$ cat config.mk
export PLATFORM = sky130hd
export DESIGN_NAME = fpsa_cmd_queue
export DESIGN_NICKNAME = d
export VERILOG_FILES = /design/src/hw/rtl/fpsa_pkg.sv /design/src/hw/rtl/fpsa_cmd_queue.sv
export SDC_FILE = /design/constraint.sdc
export NUM_CORES = 1
export LEC_CHECK = 0
export BUFFER_PORTS_ARGS = -buffer_cell sky130_fd_sc_hd__buf_4
export CAP_MARGIN = 20
export CORE_MARGIN = 2
export CORE_UTILIZATION = 50
export CTS_CLUSTER_SIZE = 24
export DETAILED_ROUTE_END_ITERATION = 10
export GPL_TIMING_DRIVEN = 0
export PLACE_DENSITY = 0.88
export SETUP_SLACK_MARGIN = 0.15
export SLEW_MARGIN = 30
export SYNTH_ARGS = -nofsm -noshare
export SYNTH_HDL_FRONTEND = slang
export SYNTH_SLANG_ARGS = --single-unit
export TNS_END_PERCENT = 10
$ cat constraint.sdc
create_clock -name clk -period 7.85 [get_ports clk]
set_input_delay 0 -clock clk [delete_from_list [all_inputs] [get_ports clk]]
set_output_delay 0 -clock clk [all_outputs]
set_load 0.005 [all_outputs]
$ cat src/hw/rtl/fpsa_pkg.sv
`timescale 1ns / 1ps
// ----------------------------------------------------------------------------
// fpsa_pkg
// Shared constants, codes and types of the free page stack allocator.
// ----------------------------------------------------------------------------
package fpsa_pkg;

  // store geometry
  localparam int STORE_DEPTH  = 131072;
  localparam int ADDR_W       = $clog2(STORE_DEPTH);
  localparam int CNT_W        = $clog2(STORE_DEPTH + 1);

  // field widths
  localparam int BYTE_ADDR_W  = 32;
  localparam int KIND_W       = 2;
  localparam int STATUS_W     = 2;
  localparam int FREE_COUNT_W = 18;
  localparam int PAGE_SHIFT   = 12;
  localparam int PAGE_W       = BYTE_ADDR_W - PAGE_SHIFT;
  localparam int PG_W         = PAGE_W + 1;   // page number that may reach the top of space

  // command queue between front and back
  localparam int QDEPTH       = 2;
  localparam int QPTR_W       = $clog2(QDEPTH);
  localparam int QCNT_W       = $clog2(QDEPTH + 1);

  // item kinds
  localparam logic [KIND_W-1:0] KIND_LOAD  = 2'd0;
  localparam logic [KIND_W-1:0] KIND_ALLOC = 2'd1;
  localparam logic [KIND_W-1:0] KIND_FREE  = 2'd2;

  // result status codes
  localparam logic [STATUS_W-1:0] ST_OK    = 2'd0;
  localparam logic [STATUS_W-1:0] ST_EMPTY = 2'd1;
  localparam logic [STATUS_W-1:0] ST_FULL  = 2'd2;

  typedef enum logic [1:0] {
    OP_NOP,
    OP_LOAD,
    OP_ALLOC,
    OP_FREE
  } op_t;

  // classified command: pg is the first page of a load or the freed page,
  // a load covers pages p with p < ep, or p == ep when frac is set
  typedef struct packed {
    op_t             op;
    logic [PG_W-1:0] pg;
    logic [PG_W-1:0] ep;
    logic            frac;
  } cmd_t;

  typedef struct packed {
    logic valid;
    logic full;
  } q_stat_t;

endpackage

$ cat src/hw/rtl/fpsa_cmd_queue.sv
`timescale 1ns / 1ps
// ----------------------------------------------------------------------------
// fpsa_cmd_queue
// Small command FIFO that decouples the front from the back.
// ----------------------------------------------------------------------------
module fpsa_cmd_queue import fpsa_pkg::*; (
  input  logic    clk,
  input  logic    rst_n,
  input  logic    push,
  input  cmd_t    cmd_in,
  input  logic    pop,
  output cmd_t    cmd_out,
  output q_stat_t q_stat
);

  cmd_t              q_r [QDEPTH];
  logic [QPTR_W-1:0] wp_r, wp_nxt;
  logic [QPTR_W-1:0] rp_r, rp_nxt;
  logic [QCNT_W-1:0] cnt_r, cnt_nxt;
  logic              do_push, do_pop;

  assign q_stat.valid = cnt_r != '0;
  assign q_stat.full  = cnt_r == QCNT_W'(QDEPTH);
  assign cmd_out      = q_r[rp_r];

  assign do_push = push && !q_stat.full;
  assign do_pop  = pop && q_stat.valid;

  always_comb begin
    wp_nxt  = wp_r;
    rp_nxt  = rp_r;
    cnt_nxt = cnt_r;
    if (do_push) begin
      wp_nxt = (wp_r == QPTR_W'(QDEPTH - 1)) ? '0 : wp_r + QPTR_W'(1);
    end
    if (do_pop) begin
      rp_nxt = (rp_r == QPTR_W'(QDEPTH - 1)) ? '0 : rp_r + QPTR_W'(1);
    end
    if (do_push && !do_pop) begin
      cnt_nxt = cnt_r + QCNT_W'(1);
    end else if (do_pop && !do_push) begin
      cnt_nxt = cnt_r - QCNT_W'(1);
    end
  end

  always_ff @(posedge clk) begin
    if (!rst_n) begin
      wp_r  <= '0;
      rp_r  <= '0;
      cnt_r <= '0;
    end else begin
      wp_r  <= wp_nxt;
      rp_r  <= rp_nxt;
      cnt_r <= cnt_nxt;
    end
  end

  always_ff @(posedge clk) begin
    if (do_push) begin
      q_r[wp_r] <= cmd_in;
    end
  end

endmodule

==> results.yml <==
run_status:
  outcome: "complete, no violations"
die:
  io_pins: 96
  core_area_um2: 6756
  die_h_um: 87.44
  die_w_um: 87.44
  row_count: 30
  start_util: 0.5152
  fp.dieArea_um2: 7645
sta:
  maxSlewViolCount: 0
  setup_viol: 0
  skew_ns: 0.01005
  clock.fmax_mhz: 528.8
  period_minus_slack_ns: 1.891
  relSlewSlack: 0.5848
  rsz0062_at_grt: "no"
  worst_slew_pin_slew_ns: 0.6228
  finalWorstSetupSlack_ns: 5.959
  hold-worst-slack_ns: 0.1334
  finalCritPeriodShare: 0.2409
  hold_violations: 0
  final.setup.tns_ns: 0
clock_network:
  numCtsBuffers: 9
  cts.path.max_buffers: 2
  post_cts_buffers: 0
  path_clk_slew_ns: 0.08
  cts_max_level: 3
  insertion_delay_ns: 0.34
  root_buffer: "clkbuf_8"
  cts_sinks: 95
  cts_tree: "done"
power:
  sw_frac_of_total: 0.2481
  pwr-share-clk: 0.240
  p_sw_mw: 0.3481
  p_total_mw: 1.403
  combPwrFrac: 0.291
  p_leak_nw: 1.906
  intPower_mw: 1.055
  peakVddDrop_mv: 0.1720
  seqPwrFrac: 0.468
  power_density_nw_per_um2: 279.4
routing:
  drtIter0Drc: 66
  first_pass_iters: 4
  drtAntennaViolNets: 0
  drc: 0
  wl_per_cell_um: 16.71
  vias: 1993
  routed_via_density: 4.921
  wl_um: 6769
global_routing:
  first_global_vias: 2092
  antenna_found_initial: 0
  track_usage: 0.1762
  grt_max_degree: 46
  grt_pass1_wl_um: 9860
  gr-total-overflow: 0
critical_path:
  worstPathRequired_ns: 7.90
  r2r_cells: 5
  timing.rr.end: "q_r[0][28]"
  path_max_fanout: 14
  r2r_start: "cnt_r[0]"
  end_kind: "register"
  cp.arrival_ns: 1.95
  timing.critical_path.from_type: "register"
  reg2reg_slack_ns: 5.96
  critPathKind: "register to register"
place:
  gp_congestion: 0.6728
  dpl_cell_area_um2: 4339
  dp_slack_ns: 5.988
  io_buffers: 95
  dp_hpwl_um: 3911
  place_inst: 343
cells_and_area:
  synthToLayoutAreaGrowth_pct: 44.25
  instances_no_fill: 405
  fin_util: 0.7431
  layout-drive-gt1-share: 0.5108
  final_nets: 371
  final_area_um2: 5021
  n_antenna_cell: 0
logic_synthesis:
  syn_area_um2: 3481
  syn-mean-instance-area_um2: 21.10
  ys_ff_latch: 95
  synth_warnings: 0
  seq_area_frac_synth: 0.8052
  ys_types: 22
  synth_fp_nets: 215
  synthCells: 165
hold_path:
  hold_start: "pop"
  worstHoldPathType: "input port to register"
  hold_path_depth: 4
  hold_end: "rp_r"
job:
  max-cap-violations: 0
[cells by family after synthesis]
group	share of synthesized area
AO/OA/AOI/OAI	0.009345
AND/OR/NAND/NOR	0.01654
adder cells (fa/ha/maj)	0.003594
multiplexers	0.1456
buffers and inverters	0.01222
XOR/XNOR	0.007550
flip-flops	0.8052
[layout by cell type (no fill, tap or decap), types with 2 or more instances in the layout]
master	synthesis	layout
dfxtp_1	5	5
edfxtp_1	90	90
clkinvlp_4	0	2
mux2_2	45	45
and2_1	3	3
buf_4	4	99
dlygate4sd3_1	0	47
buf_6	0	3
bufinv_16	0	2
xnor2_1	2	2
clkbuf_8	0	9
[critical path: stages, from the launching register on]
cell and delay, ns:
dfxtp_1 0.42, nand2b_1 0.19, inv_2 0.07, nor3_4 0.46
buf_6 0.27, buf_6 0.18
[state kept, by name (all words and copies together) (netlist names), named ones only]
register	count
wp_r	1
rp_r	1
q_r	90
cnt_r	2
[final cells by class]
type / count / area [um^2]
fill: 402 / 1735
buffer: 5 / 35.03
clock buffer: 10 / 127.6
multi-input combinational: 63 / 646.9
inverter: 2 / 7.507
clock inverter: 5 / 83.83
timing repair buffer: 145 / 1217
sequential: 95 / 2803
tap: 80 / 100.1
[routing by layer]
metal | wire (um) | part of all wire | track usage
met3 | 364 | 0.054 | 0.05213
met2 | 3815 | 0.56 | 0.3292
met5 | 0 | 0 | 0
met4 | 56 | 0.0083 | 0.05035
met1 | 2534 | 0.37 | 0.1918
[timing repair]
action / CTS / global route
hold endpoints to repair: 95 / 1
resized for setup: 0 / 0
hold buffers: 46 / 1
[worst max-delay path by stage]
stage              from          to  slack, ns  cells after the start
3_3_place_gp   cnt_r[0]  q_r[0][33]       4.15                      3
4_1_cts        cnt_r[0]  q_r[0][33]       5.98                      5
6_report       cnt_r[0]  q_r[0][28]       5.96                      5
3_5_place_dp   cnt_r[0]  q_r[0][33]       5.99                      5
2_1_floorplan  cnt_r[0]   q_r[0][0]       5.05                      3
5_1_grt        cnt_r[0]   q_r[0][3]       5.87                      5
[Yosys cell counts, drive strengths merged]
cell     n  area [um^2]
nand2b   1        6.260
or3      1        6.260
xor2     1        8.760
nor2     1        3.750
or2      1        6.260
inv      2        7.500
nor3     1        10.01
and3     1        6.260
a21boi   2        15.02
o21a     1        7.510
and2     3        18.77
o21ai    2        10.00
xnor2    2        17.52
ha       1        12.51
mux2    45        506.7
buf      5        35.03
edfxtp  90         2703
dfxtp    5        100.1
[power groups by stage]
stage	logic, mW	registers, mW	clock network (mW)
after CTS	0.409	0.656	0.344
final	0.408	0.657	0.337
after floorplan	0.201	0.664	0
after detailed placement	0.389	0.668	0
after global routing	0.442	0.663	0.361
after global placement	0.369	0.668	0
(Power assumes the default switching activity.)
