===== config.mk =====
export PLATFORM = sky130hd
export DESIGN_NAME = fpsa_front_flat
export DESIGN_NICKNAME = d
export VERILOG_FILES = /design/src/hw/rtl/fpsa_pkg.sv /design/src/hw/rtl/fpsa_ifs.sv /design/src/hw/rtl/fpsa_front.sv /design/src/flat_wrapper.sv
export SDC_FILE = /design/constraint.sdc
export NUM_CORES = 1
export LEC_CHECK = 0
export BUFFER_PORTS_ARGS = -buffer_cell sky130_fd_sc_hd__buf_2
export CAP_MARGIN = 20
export CELL_PAD_IN_SITES_DETAIL_PLACEMENT = 2
export CELL_PAD_IN_SITES_GLOBAL_PLACEMENT = 2
export CORE_ASPECT_RATIO = 1.5
export CORE_MARGIN = 4
export CORE_UTILIZATION = 22
export DETAILED_ROUTE_END_ITERATION = 12
export PLACE_DENSITY_LB_ADDON = 0.08
export RECOVER_POWER = 50
export SLEW_MARGIN = 0
export SYNTH_ARGS = -nofsm -noshare
export SYNTH_HDL_FRONTEND = slang
export SYNTH_SLANG_ARGS = --single-unit

===== constraint.sdc =====
create_clock -name vclk -period 2.57
set_clock_uncertainty 0.1 [all_clocks]
set_input_delay 0 -clock vclk [all_inputs]
set_output_delay 0 -clock vclk [all_outputs]
set_load 0.02 [all_outputs]

===== src/hw/rtl/fpsa_pkg.sv =====
`timescale 1ns / 1ps
// ----------------------------------------------------------------------------
// fpsa_pkg
// Shared constants, codes and types of the free page stack allocator.
// ----------------------------------------------------------------------------
package fpsa_pkg;

  // store geometry
  localparam int STORE_DEPTH  = 131072;
  localparam int ADDR_W       = $clog2(STORE_DEPTH);
  localparam int CNT_W        = $clog2(STORE_DEPTH + 1);

  // field widths
  localparam int BYTE_ADDR_W  = 32;
  localparam int KIND_W       = 2;
  localparam int STATUS_W     = 2;
  localparam int FREE_COUNT_W = 18;
  localparam int PAGE_SHIFT   = 12;
  localparam int PAGE_W       = BYTE_ADDR_W - PAGE_SHIFT;
  localparam int PG_W         = PAGE_W + 1;   // page number that may reach the top of space

  // command queue between front and back
  localparam int QDEPTH       = 2;
  localparam int QPTR_W       = $clog2(QDEPTH);
  localparam int QCNT_W       = $clog2(QDEPTH + 1);

  // item kinds
  localparam logic [KIND_W-1:0] KIND_LOAD  = 2'd0;
  localparam logic [KIND_W-1:0] KIND_ALLOC = 2'd1;
  localparam logic [KIND_W-1:0] KIND_FREE  = 2'd2;

  // result status codes
  localparam logic [STATUS_W-1:0] ST_OK    = 2'd0;
  localparam logic [STATUS_W-1:0] ST_EMPTY = 2'd1;
  localparam logic [STATUS_W-1:0] ST_FULL  = 2'd2;

  typedef enum logic [1:0] {
    OP_NOP,
    OP_LOAD,
    OP_ALLOC,
    OP_FREE
  } op_t;

  // classified command: pg is the first page of a load or the freed page,
  // a load covers pages p with p < ep, or p == ep when frac is set
  typedef struct packed {
    op_t             op;
    logic [PG_W-1:0] pg;
    logic [PG_W-1:0] ep;
    logic            frac;
  } cmd_t;

  typedef struct packed {
    logic valid;
    logic full;
  } q_stat_t;

endpackage


===== src/hw/rtl/fpsa_ifs.sv =====
`timescale 1ns / 1ps
// ----------------------------------------------------------------------------
// fpsa channel interfaces
// Valid/ready channels for requests and results of the page allocator.
// ----------------------------------------------------------------------------
interface fpsa_in_if import fpsa_pkg::*; ();
  logic                   valid;
  logic                   ready;
  logic [KIND_W-1:0]      kind;
  logic [BYTE_ADDR_W-1:0] region_base;
  logic [BYTE_ADDR_W-1:0] region_length;
  logic                   region_available;
  logic [BYTE_ADDR_W-1:0] freed_address;

  modport source (output valid, kind, region_base, region_length, region_available,
                  freed_address, input ready);
  modport sink   (input valid, kind, region_base, region_length, region_available,
                  freed_address, output ready);
endinterface



===== src/hw/rtl/fpsa_front.sv =====
`timescale 1ns / 1ps
// ----------------------------------------------------------------------------
// fpsa_front
// Accepts request transactions and turns them into page-number commands.
// ----------------------------------------------------------------------------
module fpsa_front import fpsa_pkg::*; (
  fpsa_in_if.sink in_ch,
  input  q_stat_t q_stat,
  output logic    push,
  output cmd_t    cmd
);

  logic [BYTE_ADDR_W:0] end_sum;

  assign in_ch.ready = !q_stat.full;
  assign push        = in_ch.valid && !q_stat.full;

  // end of region, one bit wider so a wrap shows as saturation
  assign end_sum = {1'b0, in_ch.region_base} + {1'b0, in_ch.region_length};

  always_comb begin
    cmd.op   = OP_NOP;
    cmd.pg   = {1'b0, in_ch.freed_address[BYTE_ADDR_W-1:PAGE_SHIFT]};
    cmd.ep   = '0;
    cmd.frac = 1'b0;
    case (in_ch.kind)
      KIND_LOAD: begin
        if (in_ch.region_available) begin
          cmd.op = OP_LOAD;
          // base rounded up to a page
          cmd.pg = {1'b0, in_ch.region_base[BYTE_ADDR_W-1:PAGE_SHIFT]} +
                   PG_W'(|in_ch.region_base[PAGE_SHIFT-1:0]);
          if (end_sum[BYTE_ADDR_W]) begin
            cmd.ep   = PG_W'(1) << PAGE_W;
            cmd.frac = 1'b0;
          end else begin
            cmd.ep   = {1'b0, end_sum[BYTE_ADDR_W-1:PAGE_SHIFT]};
            cmd.frac = |end_sum[PAGE_SHIFT-1:0];
          end
        end
      end
      KIND_ALLOC: cmd.op = OP_ALLOC;
      KIND_FREE:  cmd.op = OP_FREE;
      default:    cmd.op = OP_NOP;
    endcase
  end

endmodule


===== src/flat_wrapper.sv =====
// flat-port wrapper written by rule: the top's interface ports become plain ports
module fpsa_front_flat import fpsa_pkg::*;
  (q_stat, push, cmd, in_ch_valid, in_ch_kind, in_ch_region_base, in_ch_region_length, in_ch_region_available, in_ch_freed_address, in_ch_ready);
  fpsa_in_if in_ch_i ();
  input  q_stat_t q_stat;
  output logic push;
  output cmd_t cmd;
  input wire logic [$bits(in_ch_i.valid)-1:0] in_ch_valid;
  input wire logic [$bits(in_ch_i.kind)-1:0] in_ch_kind;
  input wire logic [$bits(in_ch_i.region_base)-1:0] in_ch_region_base;
  input wire logic [$bits(in_ch_i.region_length)-1:0] in_ch_region_length;
  input wire logic [$bits(in_ch_i.region_available)-1:0] in_ch_region_available;
  input wire logic [$bits(in_ch_i.freed_address)-1:0] in_ch_freed_address;
  output wire logic [$bits(in_ch_i.ready)-1:0] in_ch_ready;
  assign in_ch_i.valid = in_ch_valid;
  assign in_ch_i.kind = in_ch_kind;
  assign in_ch_i.region_base = in_ch_region_base;
  assign in_ch_i.region_length = in_ch_region_length;
  assign in_ch_i.region_available = in_ch_region_available;
  assign in_ch_i.freed_address = in_ch_freed_address;
  assign in_ch_ready = in_ch_i.ready;
  fpsa_front u_core (.in_ch(in_ch_i), .q_stat(q_stat), .push(push), .cmd(cmd));
endmodule

==> key figures, run 1 <==
Power
  – Design internal power: 434 uW
  – Peak supply drop: 0.0614 mV
  – Switching Fraction: 0.547
  – Share of total power in sequential cells: 0
  – Pleak: roughly 0.0019 uW
  – Clock group share of total power: 0
  – Share of power burned in combinational logic: 1.000
  – Total power divided by cell area: 235 nW/um^2
  – Switching power: 523 uW

Die
  – Io pins: 149
  – Area of the core: between 10000 and 15000 um^2
  – Die span in x: 93.5 um
  – Number of cell rows: 46
  – Initial standard-cell utilization of the core: 0.227
  – Total die area: around 13000 um^2
  – Height of the chip: 136 um

Timing
  – Post-route clock period utilization: 1.00
  – Least-Margin Pin Slew: 0.612 ns
  – Max_slew headroom: 0.591
  – Number of hold violations in the final report: 0
  – Post-Route Hold Slack: 0.178 ns
  – Achievable clock frequency: 0.388 GHz
  – Setup repair after global routing missed its margin: yes
  – TNS Setup: -0.00663 ns
  – Total of endpoints with negative setup slack in the final report: 1
  – Post-route worst setup slack: -0.00663 ns
  – Max-slew violation count: 0
  – Time the final worst path needs with I/O delays and setup: 2.58 ns

Critical path
  – Library cell contributing the largest single delay on the critical path: sky130_fd_sc_hd__or4_4
  – Crit-path most repeated cell: sky130_fd_sc_hd__nor2_2
  – Total number of cells along the worst setup path: 13
  – Crit path from: in_ch_region_base[11]
  – Required time of the worst setup path: 2.47 ns
  – CP max FO: 8
  – Endpoint class of the critical path: output port
  – Crit path arrival time: 2.48 ns
  – Cell breakdown of the critical path: buf_8 > ha_4 > nand4_1 > or4_4 > nor4b_4 > nor2_2 > a211oi_4 > nor2_2 > nor2_2 > a31o_4 > clkbuf_16 > nor2_1 > buf_2
  – Destination of the critical timing path: cmd[16]
  – Crit path largest cell delay: 0.56 ns
  – WP buf/inv: 3
  – Crit path kind: input pin to output port
  – Cell family with the largest share of critical-path delay: simple AND/OR/NAND/NOR gates
  – Launching element type of the critical path: input pin

Logic synthesis
  – Library cell occupying the most area in the post-synthesis netlist: sky130_fd_sc_hd__ha_1
  – Synthesized area per cell: 6.46 um^2
  – Share of the synthesized area in the top cell type: 0.181
  – Sequential area share after synthesis: 0
  – Count of different cell masters after synthesis: 50
  – Net count of the mapped netlist: ~510
  – Cell area after synthesis: 2410 um^2
  – Total of warnings raised by yosys: 0
  – Ranking of synthesized cells by area: sky130_fd_sc_hd__ha_1 18%, sky130_fd_sc_hd__xor2_1 9.8%, sky130_fd_sc_hd__nand2_1 8.2%
  – Cells after synthesis: between 300 and 400

Placement
  – Post-Place Cell Area: 3630 um^2
  – HPWL after detailed placement: 11000 um
  – Placer Congestion: 0.831
  – Dpl ws: -0.209 ns
  – Port Buffer Count: 136

Final layout
  – Count of sequential standard cells: 0
  – Synth-to-layout area growth: 68.8%
  – Cell area after layout: roughly 4100 um^2
  – Area occupied by registers: 0 um^2
  – Antenna diodes: 0
  – Number of nets in the layout: 702
  – Layout clock buffer count: 0
  – Share of final-layout standard cells stronger than drive strength 1: 0.423

GRT
  – Number of antenna violations at the first check in global routing: 0
  – Overflow left after global routing: 0
  – Pin count of the biggest net entering global routing: 23
  – Wire length of the first global-routing pass: roughly 20000 um
  – Overall fraction of global-route tracks in use: 0.192
  – Via count of the first global-routing pass: between 3000 and 4000

Routing
  – DRC violations left: 0
  – Routed Antenna Nets: 0
  – Post-DR wirelength/cell: 18.6 um
  – Initial detailed-routing violation count: 51
  – Via-to-Cell Ratio: 5.00
  – Post-detailed-routing wire length: 13100 um
  – Drt pass-1 iters: 4
  – Routed vias: 3530

Outcome
  – Violations in the final reports: negative setup slack
  – Outcome: complete, but fails checks

Hold path
  – Path type of the worst min-delay path: input pin to output port

Run
  – Maxcap violations: 0
==> metal layers <==
metal,track usage,vias up,wire (um)
met5,0,-,0
met4,0.0434,0,299
met3,0.0105,20,383
met2,0.412,87,7680
met1,0.193,1692,4760
li1,-,1731,-
==> cells by family after synthesis <==
logic type	after synthesis	synth area share
mux	1	0.00415
buf+inv	25	0.0503
simple gates	156	0.308
fa+ha+maj	36	0.190
xor+xnor	43	0.156
compound gates	113	0.292
==> placed cells by master, fill, tap and decap left out, types with 3 or more instances in the layout <==
cell	synthesis	routed
sky130_fd_sc_hd__clkbuf_1	10	13
sky130_fd_sc_hd__inv_1	9	9
sky130_fd_sc_hd__nor2_2	2	6
sky130_fd_sc_hd__o211ai_1	3	3
sky130_fd_sc_hd__ha_4	0	10
sky130_fd_sc_hd__a31oi_1	4	4
sky130_fd_sc_hd__o21ai_2	1	3
sky130_fd_sc_hd__ha_1	35	25
sky130_fd_sc_hd__nand2_2	0	3
sky130_fd_sc_hd__nor4_1	5	4
sky130_fd_sc_hd__a21o_1	11	11
sky130_fd_sc_hd__and3_1	4	4
sky130_fd_sc_hd__and4_1	3	3
sky130_fd_sc_hd__nor2_1	36	31
sky130_fd_sc_hd__nor3_1	6	6
sky130_fd_sc_hd__buf_6	2	9
sky130_fd_sc_hd__and2_1	5	5
sky130_fd_sc_hd__o21ai_0	33	30
sky130_fd_sc_hd__o21a_1	5	5
sky130_fd_sc_hd__nand3_1	22	21
sky130_fd_sc_hd__nand4_1	8	8
sky130_fd_sc_hd__xnor2_1	16	16
sky130_fd_sc_hd__buf_2	1	110
sky130_fd_sc_hd__xor2_1	27	27
sky130_fd_sc_hd__buf_4	3	67
sky130_fd_sc_hd__a21oi_1	39	32
sky130_fd_sc_hd__nand2_1	53	50
sky130_fd_sc_hd__a21oi_2	1	8
==> per-stage QoR <==
stage	total power [uW]	std cells	util
CTS	904	701	0.364
global placement	826	694	0.341
floorplan	478	374	-
global route	1050	706	0.383
finish	958	706	0.383
detailed placement	851	694	0.341
==> synth_stat cells (6+ instances only) <==
library cell,instances
sky130_fd_sc_hd__xor2_1,27
sky130_fd_sc_hd__a21o_1,11
sky130_fd_sc_hd__nor3_1,6
sky130_fd_sc_hd__nand2_1,53
sky130_fd_sc_hd__o21ai_0,33
sky130_fd_sc_hd__inv_1,9
sky130_fd_sc_hd__nand3_1,22
sky130_fd_sc_hd__nor2_1,36
sky130_fd_sc_hd__a21oi_1,39
sky130_fd_sc_hd__ha_1,35
sky130_fd_sc_hd__clkbuf_1,10
sky130_fd_sc_hd__nand4_1,8
sky130_fd_sc_hd__xnor2_1,16
==> power by group through the flow <==
stage | sequential, uW | combinational, uW | clock, uW
3_3_place_gp | 0 | 826 | 0
4_1_cts | 0 | 904 | 0
6_report | 0 | 958 | 0
2_1_floorplan | 0 | 478 | 0
3_5_place_dp | 0 | 851 | 0
5_1_grt | 0 | 1050 | 0
==> cell type report <==
cell class,count,area [um^2]
multi-input combinational,349,2560
fill,1328,6570
tap,144,180
inverter,9,33.8
timing repair buffer,204,1300
==> how the worst min path moves through the flow <==
| stage | startpoint | to | cells past startpoint |
|---|---|---|---|
| floorplan | q_stat[0] | in_ch_ready | 1 |
| global placement | q_stat[0] | in_ch_ready | 3 |
| detailed placement | q_stat[0] | in_ch_ready | 3 |
| CTS | q_stat[0] | in_ch_ready | 3 |
| global route | q_stat[0] | in_ch_ready | 3 |
| finish | q_stat[0] | in_ch_ready | 3 |
==> what timing repair did <==
| action | in CTS | in global routing |
|---|---|---|
| pin swaps | 13 | 15 |
| setup buffers | 7 | 5 |
| gates cloned | 0 | 1 |
| resized for setup | 30 | 38 |
| endpoints found under the setup margin | 21 | 23 |
| hold buffers | 0 | 0 |
No activity file was read; power rests on OpenSTA's default activity.
==> inputs of run 2 (changes only) <==
--- a/config.mk
+++ b/config.mk
@@ -11,11 +11,11 @@
 export CELL_PAD_IN_SITES_GLOBAL_PLACEMENT = 2
 export CORE_ASPECT_RATIO = 1.5
 export CORE_MARGIN = 4
-export CORE_UTILIZATION = 22
+export CORE_UTILIZATION = 20
 export DETAILED_ROUTE_END_ITERATION = 12
 export PLACE_DENSITY_LB_ADDON = 0.08
 export RECOVER_POWER = 50
-export SLEW_MARGIN = 0
+export SLEW_MARGIN = 20
 export SYNTH_ARGS = -nofsm -noshare
 export SYNTH_HDL_FRONTEND = slang
 export SYNTH_SLANG_ARGS = --single-unit
==> constraint.sdc (replaced) <==
create_clock -name vclk -period 2.3
set_clock_uncertainty 0.1 [all_clocks]
set_input_delay 0 -clock vclk [all_inputs]
set_output_delay 0 -clock vclk [all_outputs]
set_load 0.02 [all_outputs]
==> key figures, run 2 (synthesis gave the netlist of run 1 again) <==
Timing
  – Max-slew violation count: 0 (unchanged)
  – Post-route worst setup slack: -0.379 ns (-0.373 ns)
  – Setup repair after global routing missed its margin: yes
  – Post-route clock period utilization: 1.16
  – Post-Route Hold Slack: 0.184 ns (+0.00541 ns)
  – Time the final worst path needs with I/O delays and setup: 2.68 ns
  – TNS Setup: -7.53 ns (-7.53 ns)
  – Achievable clock frequency: about 0.37 GHz
  – Number of hold violations in the final report: 0 (unchanged)
  – Least-Margin Pin Slew: 0.716 ns (+0.104 ns)
  – Max_slew headroom: 0.521 (-0.0703)
  – Total of endpoints with negative setup slack in the final report: 22 (+21)

Routing
  – Via-to-Cell Ratio: 4.89 (-2.3%)
  – DRC violations left: 0 (unchanged)
  – Drt pass-1 iters: 4 (unchanged)
  – Post-DR wirelength/cell: 18.3 um (-1.6%)
  – Post-detailed-routing wire length: 13600 um (+3.5%)
  – Routed Antenna Nets: 0 (unchanged)
  – Routed vias: 3625 (+2.7%)
  – Initial detailed-routing violation count: 36 (-29%)

Critical path
  – CP max FO: 3 (-5)
  – Crit-path most repeated cell: sky130_fd_sc_hd__buf_4
  – Cell breakdown of the critical path: buf_8 > ha_4 > nand4_1 > or4_4 > nor4b_4 > nor2_2 > a211oi_2 > buf_4 > o21ai_2 > a21oi_2 > o21ai_1 > nor3b_2 > buf_4
  – Required time of the worst setup path: 2.20 ns (-0.27 ns)
  – Endpoint class of the critical path: output port
  – Crit path arrival time: 2.58 ns (+0.10 ns)
  – Launching element type of the critical path: input pin
  – Crit path kind: input pin to output port
  – Crit path from: in_ch_region_base[16]
  – Library cell contributing the largest single delay on the critical path: sky130_fd_sc_hd__or4_4
  – Crit path largest cell delay: 0.54 ns (-0.02 ns)

Final layout
  – Leading cell type in the layout, fill and taps excluded: sky130_fd_sc_hd__buf_2
  – Count of sequential standard cells: 0 (unchanged)
  – Synth-to-layout area growth: 81.2%
  – Layout clock buffer count: 0 (unchanged)
  – Area occupied by registers: 0 um^2 (unchanged)
  – Antenna diodes: 0 (unchanged)
  – Number of nets in the layout: 732 (+4.3%)
  – Share of final-layout standard cells stronger than drive strength 1: 0.471 (+0.0478)
  – Most frequent cells in the layout: 98 x sky130_fd_sc_hd__buf_2, 96 x sky130_fd_sc_hd__buf_4, 53 x sky130_fd_sc_hd__nand2_1
  – Cell area after layout: 4380 um^2 (+7.3%)

Die
  – Die span in x: 97.7 um (+4.5%)
  – Height of the chip: 143 um (+4.6%)
  – Io pins: 149 (unchanged)
  – Area of the core: 11700 um^2 (+9.4%)
  – Number of cell rows: 48 (+4.3%)
  – Total die area: 13900 um^2 (+9.3%)
  – Initial standard-cell utilization of the core: 0.207 (-0.0195)

Power
  – Peak supply drop: 0.102 mV (+66%)
  – Total power divided by cell area: 262 nW/um^2 (+12%)
  – Pleak: 0.00207 uW (+8.0%)

Placement
  – Post-Place Cell Area: 3940 um^2 (+8.3%)
  – Dpl ws: -0.592 ns (-0.383 ns)
  – Placer Congestion: 0.887 (+6.8%)
  – Port Buffer Count: 136 (unchanged)
  – HPWL after detailed placement: 11800 um (+6.8%)

Clock network
  – Hold_buf cts: 0 (unchanged)

GRT
  – Overall fraction of global-route tracks in use: 0.192 (+0.000485)
  – Pin count of the biggest net entering global routing: 24 (+4.3%)
  – Overflow left after global routing: 0 (unchanged)
  – Number of antenna violations at the first check in global routing: 1 (+1)
  – Wire length of the first global-routing pass: 21800 um (+11%)
  – Via count of the first global-routing pass: 4177 (+4.6%)

Hold path
  – Hold_sp: q_stat[0]
  – Path type of the worst min-delay path: input pin to output port

Run
  – Maxcap violations: 0 (unchanged)

Outcome
  – Violations in the final reports: negative setup slack
  – Outcome: complete, but fails checks
-- run 2: worst max-delay path: cells and delay by family --
kind	cells	cell delay [ns]
and+or+nand+nor	5	1.27
AOI/OAI and AO/OA	4	0.61
buffers and inverters	3	0.44
adders and majority gates	1	0.26
-- run 2: metal layers --
| layer | vias up | routed length (um) | GRT usage |
|---|---|---|---|
| met1 | 1716 | 4590 | 0.188 |
| met3 | 20 | 471 | 0.0181 |
| met2 | 90 | 8150 | 0.420 |
| met5 | - | 13 | 0 |
| li1 | 1797 | - | - |
| met4 | 2 | 357 | 0.0408 |
-- run 2: through the flow --
| stage | power [uW] | std cells | utilization |
|---|---|---|---|
| after CTS | 1110 | 741 | 0.359 |
| final | 1150 | 742 | 0.376 |
| after global placement | 1010 | 732 | 0.338 |
| after floorplan | 554 | 374 | - |
| after detailed placement | 1040 | 732 | 0.338 |
| after global routing | 1260 | 742 | 0.376 |
-- run 2: power breakdown --
group	leakage, uW	internal (uW)	switching (uW)
Sequential	0	0	0
Clock	0	0	0
Combinational	0.00207	530	617
-- run 2: final timing paths --
kind                       to  slack, ns  depth (start not counted)
setup / recovery      cmd[19]      -0.38                         13
hold / removal    in_ch_ready       0.18                          3
-- run 2: layout make-up --
cell class | count | area (um^2)
fillers | 1453 | 7280
repair buffers | 231 | 1550
well taps | 150 | 188
multi-input cells | 352 | 2600
inverters | 9 | 33.8
-- run 2: repair_timing --
| item | CTS | global route |
|---|---|---|
| pin swaps | 18 | 19 |
| endpoints found under the setup margin | 22 | 26 |
| buffers inserted | 6 | 1 |
| gates cloned | 3 | 0 |
| resized for setup | 40 | 62 |
==> inputs of run 3 (changes only) <==
--- a/config.mk
+++ b/config.mk
@@ -5,6 +5,7 @@
 export SDC_FILE = /design/constraint.sdc
 export NUM_CORES = 1
 export LEC_CHECK = 0
+export ABC_AREA = 1
 export BUFFER_PORTS_ARGS = -buffer_cell sky130_fd_sc_hd__buf_2
 export CAP_MARGIN = 20
 export CELL_PAD_IN_SITES_DETAIL_PLACEMENT = 2
==> key figures, run 3 <==
Outcome
  – Outcome: finished clean

Placement
  – Post-Place Cell Area: 4160 um^2 (+5.7%)
  – HPWL after detailed placement: 14500 um (+24%)
  – Dpl ws: 0.0385 ns (+0.630 ns)
  – Placer Congestion: 0.826 (-6.9%)
  – Port Buffer Count: 136 (unchanged)

Power
  – Total power divided by cell area: 238 nW/um^2 (-9.0%)
  – Total power of the final layout: 1010 uW (-12%)
  – Peak supply drop: 0.0637 mV (-38%)
  – Pleak: 0.00242 uW (+17%)

Timing
  – Time the final worst path needs with I/O delays and setup: 2.19 ns (-0.490 ns)
  – Achievable clock frequency: 0.457 GHz (+22%)
  – Post-route clock period utilization: 0.952 (-0.213)
  – Total of endpoints with negative setup slack in the final report: 0 (-100%)
  – Number of hold violations in the final report: 0 (unchanged)
  – Max-slew violation count: 0 (unchanged)
  – TNS Setup: 0 ns (+7.53 ns)
  – Max_slew headroom: 0.553 (+0.0324)
  – Post-route worst setup slack: 0.111 ns (+0.490 ns)
  – Least-Margin Pin Slew: 0.669 ns (-0.0475 ns)

Critical path
  – CP max FO: 7 (+4)
  – Crit path from: in_ch_region_base[0]
  – Crit path kind: input pin to output port
  – Launching element type of the critical path: input pin
  – Crit path arrival time: 2.09 ns (-0.49 ns)
  – Required time of the worst setup path: 2.20 ns (about the same)
  – Endpoint class of the critical path: output port

Final layout
  – Leading cell type in the layout, fill and taps excluded: sky130_fd_sc_hd__nand2_1
  – Area occupied by registers: 0 um^2 (unchanged)
  – Most frequent cells in the layout: 212 x sky130_fd_sc_hd__nand2_1, 122 x sky130_fd_sc_hd__buf_2, 90 x sky130_fd_sc_hd__inv_1
  – Synth-to-layout area growth: 33.0%
  – Share of final-layout standard cells stronger than drive strength 1: 0.249 (-0.222)
  – Number of nets in the layout: 907 (+24%)
  – Layout clock buffer count: 0 (unchanged)
  – Count of sequential standard cells: 0 (unchanged)
  – Cell area after layout: 4250 um^2 (-2.9%)
  – Antenna diodes: 0 (unchanged)

GRT
  – Wire length of the first global-routing pass: 25800 um (+18%)
  – Via count of the first global-routing pass: 5100 (+22%)
  – Number of antenna violations at the first check in global routing: 0 (-1)
  – Overflow left after global routing: 0 (unchanged)
  – Pin count of the biggest net entering global routing: 26 (+8.3%)
  – Overall fraction of global-route tracks in use: 0.173 (-0.0196)

Logic synthesis
  – Post-synthesis mux area share: 0.00940 (+0.00525)
  – Share of synthesized cell area in and, or, nand and nor gates: 0.537 (+0.229)
  – XOR/XNOR Fraction of Synth Area: 0.0576 (-0.0984)
  – Net count of the mapped netlist: 762 (+49%)
  – Cells after synthesis: 624 (+67%)
  – Synthesized-area fraction occupied by adder cells: 0.143 (-0.0463)
  – Compound-Gate Fraction of Synth Area: 0.126 (-0.166)
  – Ranking of synthesized cells by area: sky130_fd_sc_hd__nand2_1 25%, sky130_fd_sc_hd__ha_1 14%, sky130_fd_sc_hd__inv_1 11%
  – Total of warnings raised by yosys: 0 (unchanged)
  – Cell area after synthesis: 3200 um^2 (+32%)
  – Synth top cells by count: 214 x sky130_fd_sc_hd__nand2_1, 90 x sky130_fd_sc_hd__inv_1, 86 x sky130_fd_sc_hd__nor2_1, 35 x sky130_fd_sc_hd__ha_1
  – Share of the synthesized area in the top cell type: 0.251 (+0.0700)
  – Library cell occupying the most area in the post-synthesis netlist: sky130_fd_sc_hd__nand2_1
  – Largest family of logic cells by synthesized area: simple AND/OR/NAND/NOR gates
  – Sequential area share after synthesis: 0 (unchanged)
  – Dominant cell by count in the synthesized netlist: sky130_fd_sc_hd__nand2_1
  – Synthesized area per cell: 5.12 um^2 (-21%)
  – Count of different cell masters after synthesis: 36 (-28%)

Die
  – Io pins: 149 (unchanged)
  – Total die area: 18100 um^2 (+30%)
  – Area of the core: 15700 um^2 (+35%)
  – Initial standard-cell utilization of the core: 0.204 (-0.00366)
  – Height of the chip: 163 um (+14%)
  – Die span in x: 111 um (+14%)
  – Number of cell rows: 56 (+17%)

Hold path
  – Path type of the worst min-delay path: input pin to output port
  – Hold_sp: q_stat[0]

Routing
  – Drt pass-1 iters: 4 (unchanged)
  – Initial detailed-routing violation count: 59 (+64%)
  – DRC violations left: 0 (unchanged)
  – Post-detailed-routing wire length: 16100 um (+18%)
  – Post-DR wirelength/cell: 16.6 um (-9.4%)
  – Routed Antenna Nets: 0 (unchanged)
  – Via-to-Cell Ratio: 4.57 (-6.5%)
  – Routed vias: 4433 (+22%)

Run
  – Maxcap violations: 0 (unchanged)
run 3: layer usage:
metal | up-vias | wire (um) | part of all wire | global-route usage
met4 | 0 | 339 | 0.021 | 0.0315
met2 | 82 | 9830 | 0.61 | 0.390
met1 | 2082 | 5580 | 0.35 | 0.166
met3 | 16 | 333 | 0.021 | 0.00743
li1 | 2253 | - | - | -
met5 | - | 0 | 0 | 0
run 3: worst paths after layout:
kind / depth (start not counted) / slack [ns] / endpoint
hold / removal: 3 / 0.18 / in_ch_ready
setup / recovery: 15 / 0.11 / cmd[7]
run 3: per-stage QoR:
stage / instances / util / hold WS [ns]
floorplan: 624 / - / -0.0234
global placement: 967 / 0.265 / 0.156
detailed placement: 967 / 0.265 / 0.170
CTS: 967 / 0.265 / 0.169
global route: 970 / 0.271 / 0.203
finish: 970 / 0.271 / 0.177
run 3: cells by family (layout without fill, tap and decap cells):
kind of cell / count (synthesis) / after routing
xor+xnor: 21 / 21
compound gates: 70 / 70
simple gates: 392 / 393
mux: 3 / 3
fa+ha+maj: 36 / 36
buf+inv: 102 / 244
run 3: repair_timing:
item                       4_1_cts  5_1_grt
hold endpoints to repair         0        0
setup buffers                    0        1
hold buffers                     0        0
gates resized for setup          0       23
setup endpoints to repair        0       21
run 3: layout make-up:
| cell class | instances | area (um^2) |
|---|---|---|
| well taps | 203 | 254 |
| inverters | 98 | 380 |
| repair buffers | 145 | 753 |
| multi-input cells | 523 | 2850 |
| repair inverters | 1 | 8.76 |
| fillers | 2123 | 11400 |
run 3: worst max-delay path: stages:
cell and delay, ns:
sky130_fd_sc_hd__buf_2 0.11, sky130_fd_sc_hd__ha_2 0.19, sky130_fd_sc_hd__fa_2 0.35, sky130_fd_sc_hd__nand2_1 0.09, sky130_fd_sc_hd__nand3_2 0.10, sky130_fd_sc_hd__nand3_2 0.09, sky130_fd_sc_hd__nand2_2 0.08, sky130_fd_sc_hd__nand2_1 0.08
sky130_fd_sc_hd__nand2_2 0.10, sky130_fd_sc_hd__nand2_2 0.10, sky130_fd_sc_hd__nand2_4 0.09, sky130_fd_sc_hd__nor2_8 0.24, sky130_fd_sc_hd__clkinv_8 0.17, sky130_fd_sc_hd__nor2_2 0.14, sky130_fd_sc_hd__buf_4 0.14
run 3: power by group:
| part | internal, uW | switching, uW | total [uW] | leakage (uW) |
|---|---|---|---|---|
| logic | 346 | 667 | 1010 | 0.00242 |
| registers | 0 | 0 | 0 | 0 |
| clock network | 0 | 0 | 0 | 0 |
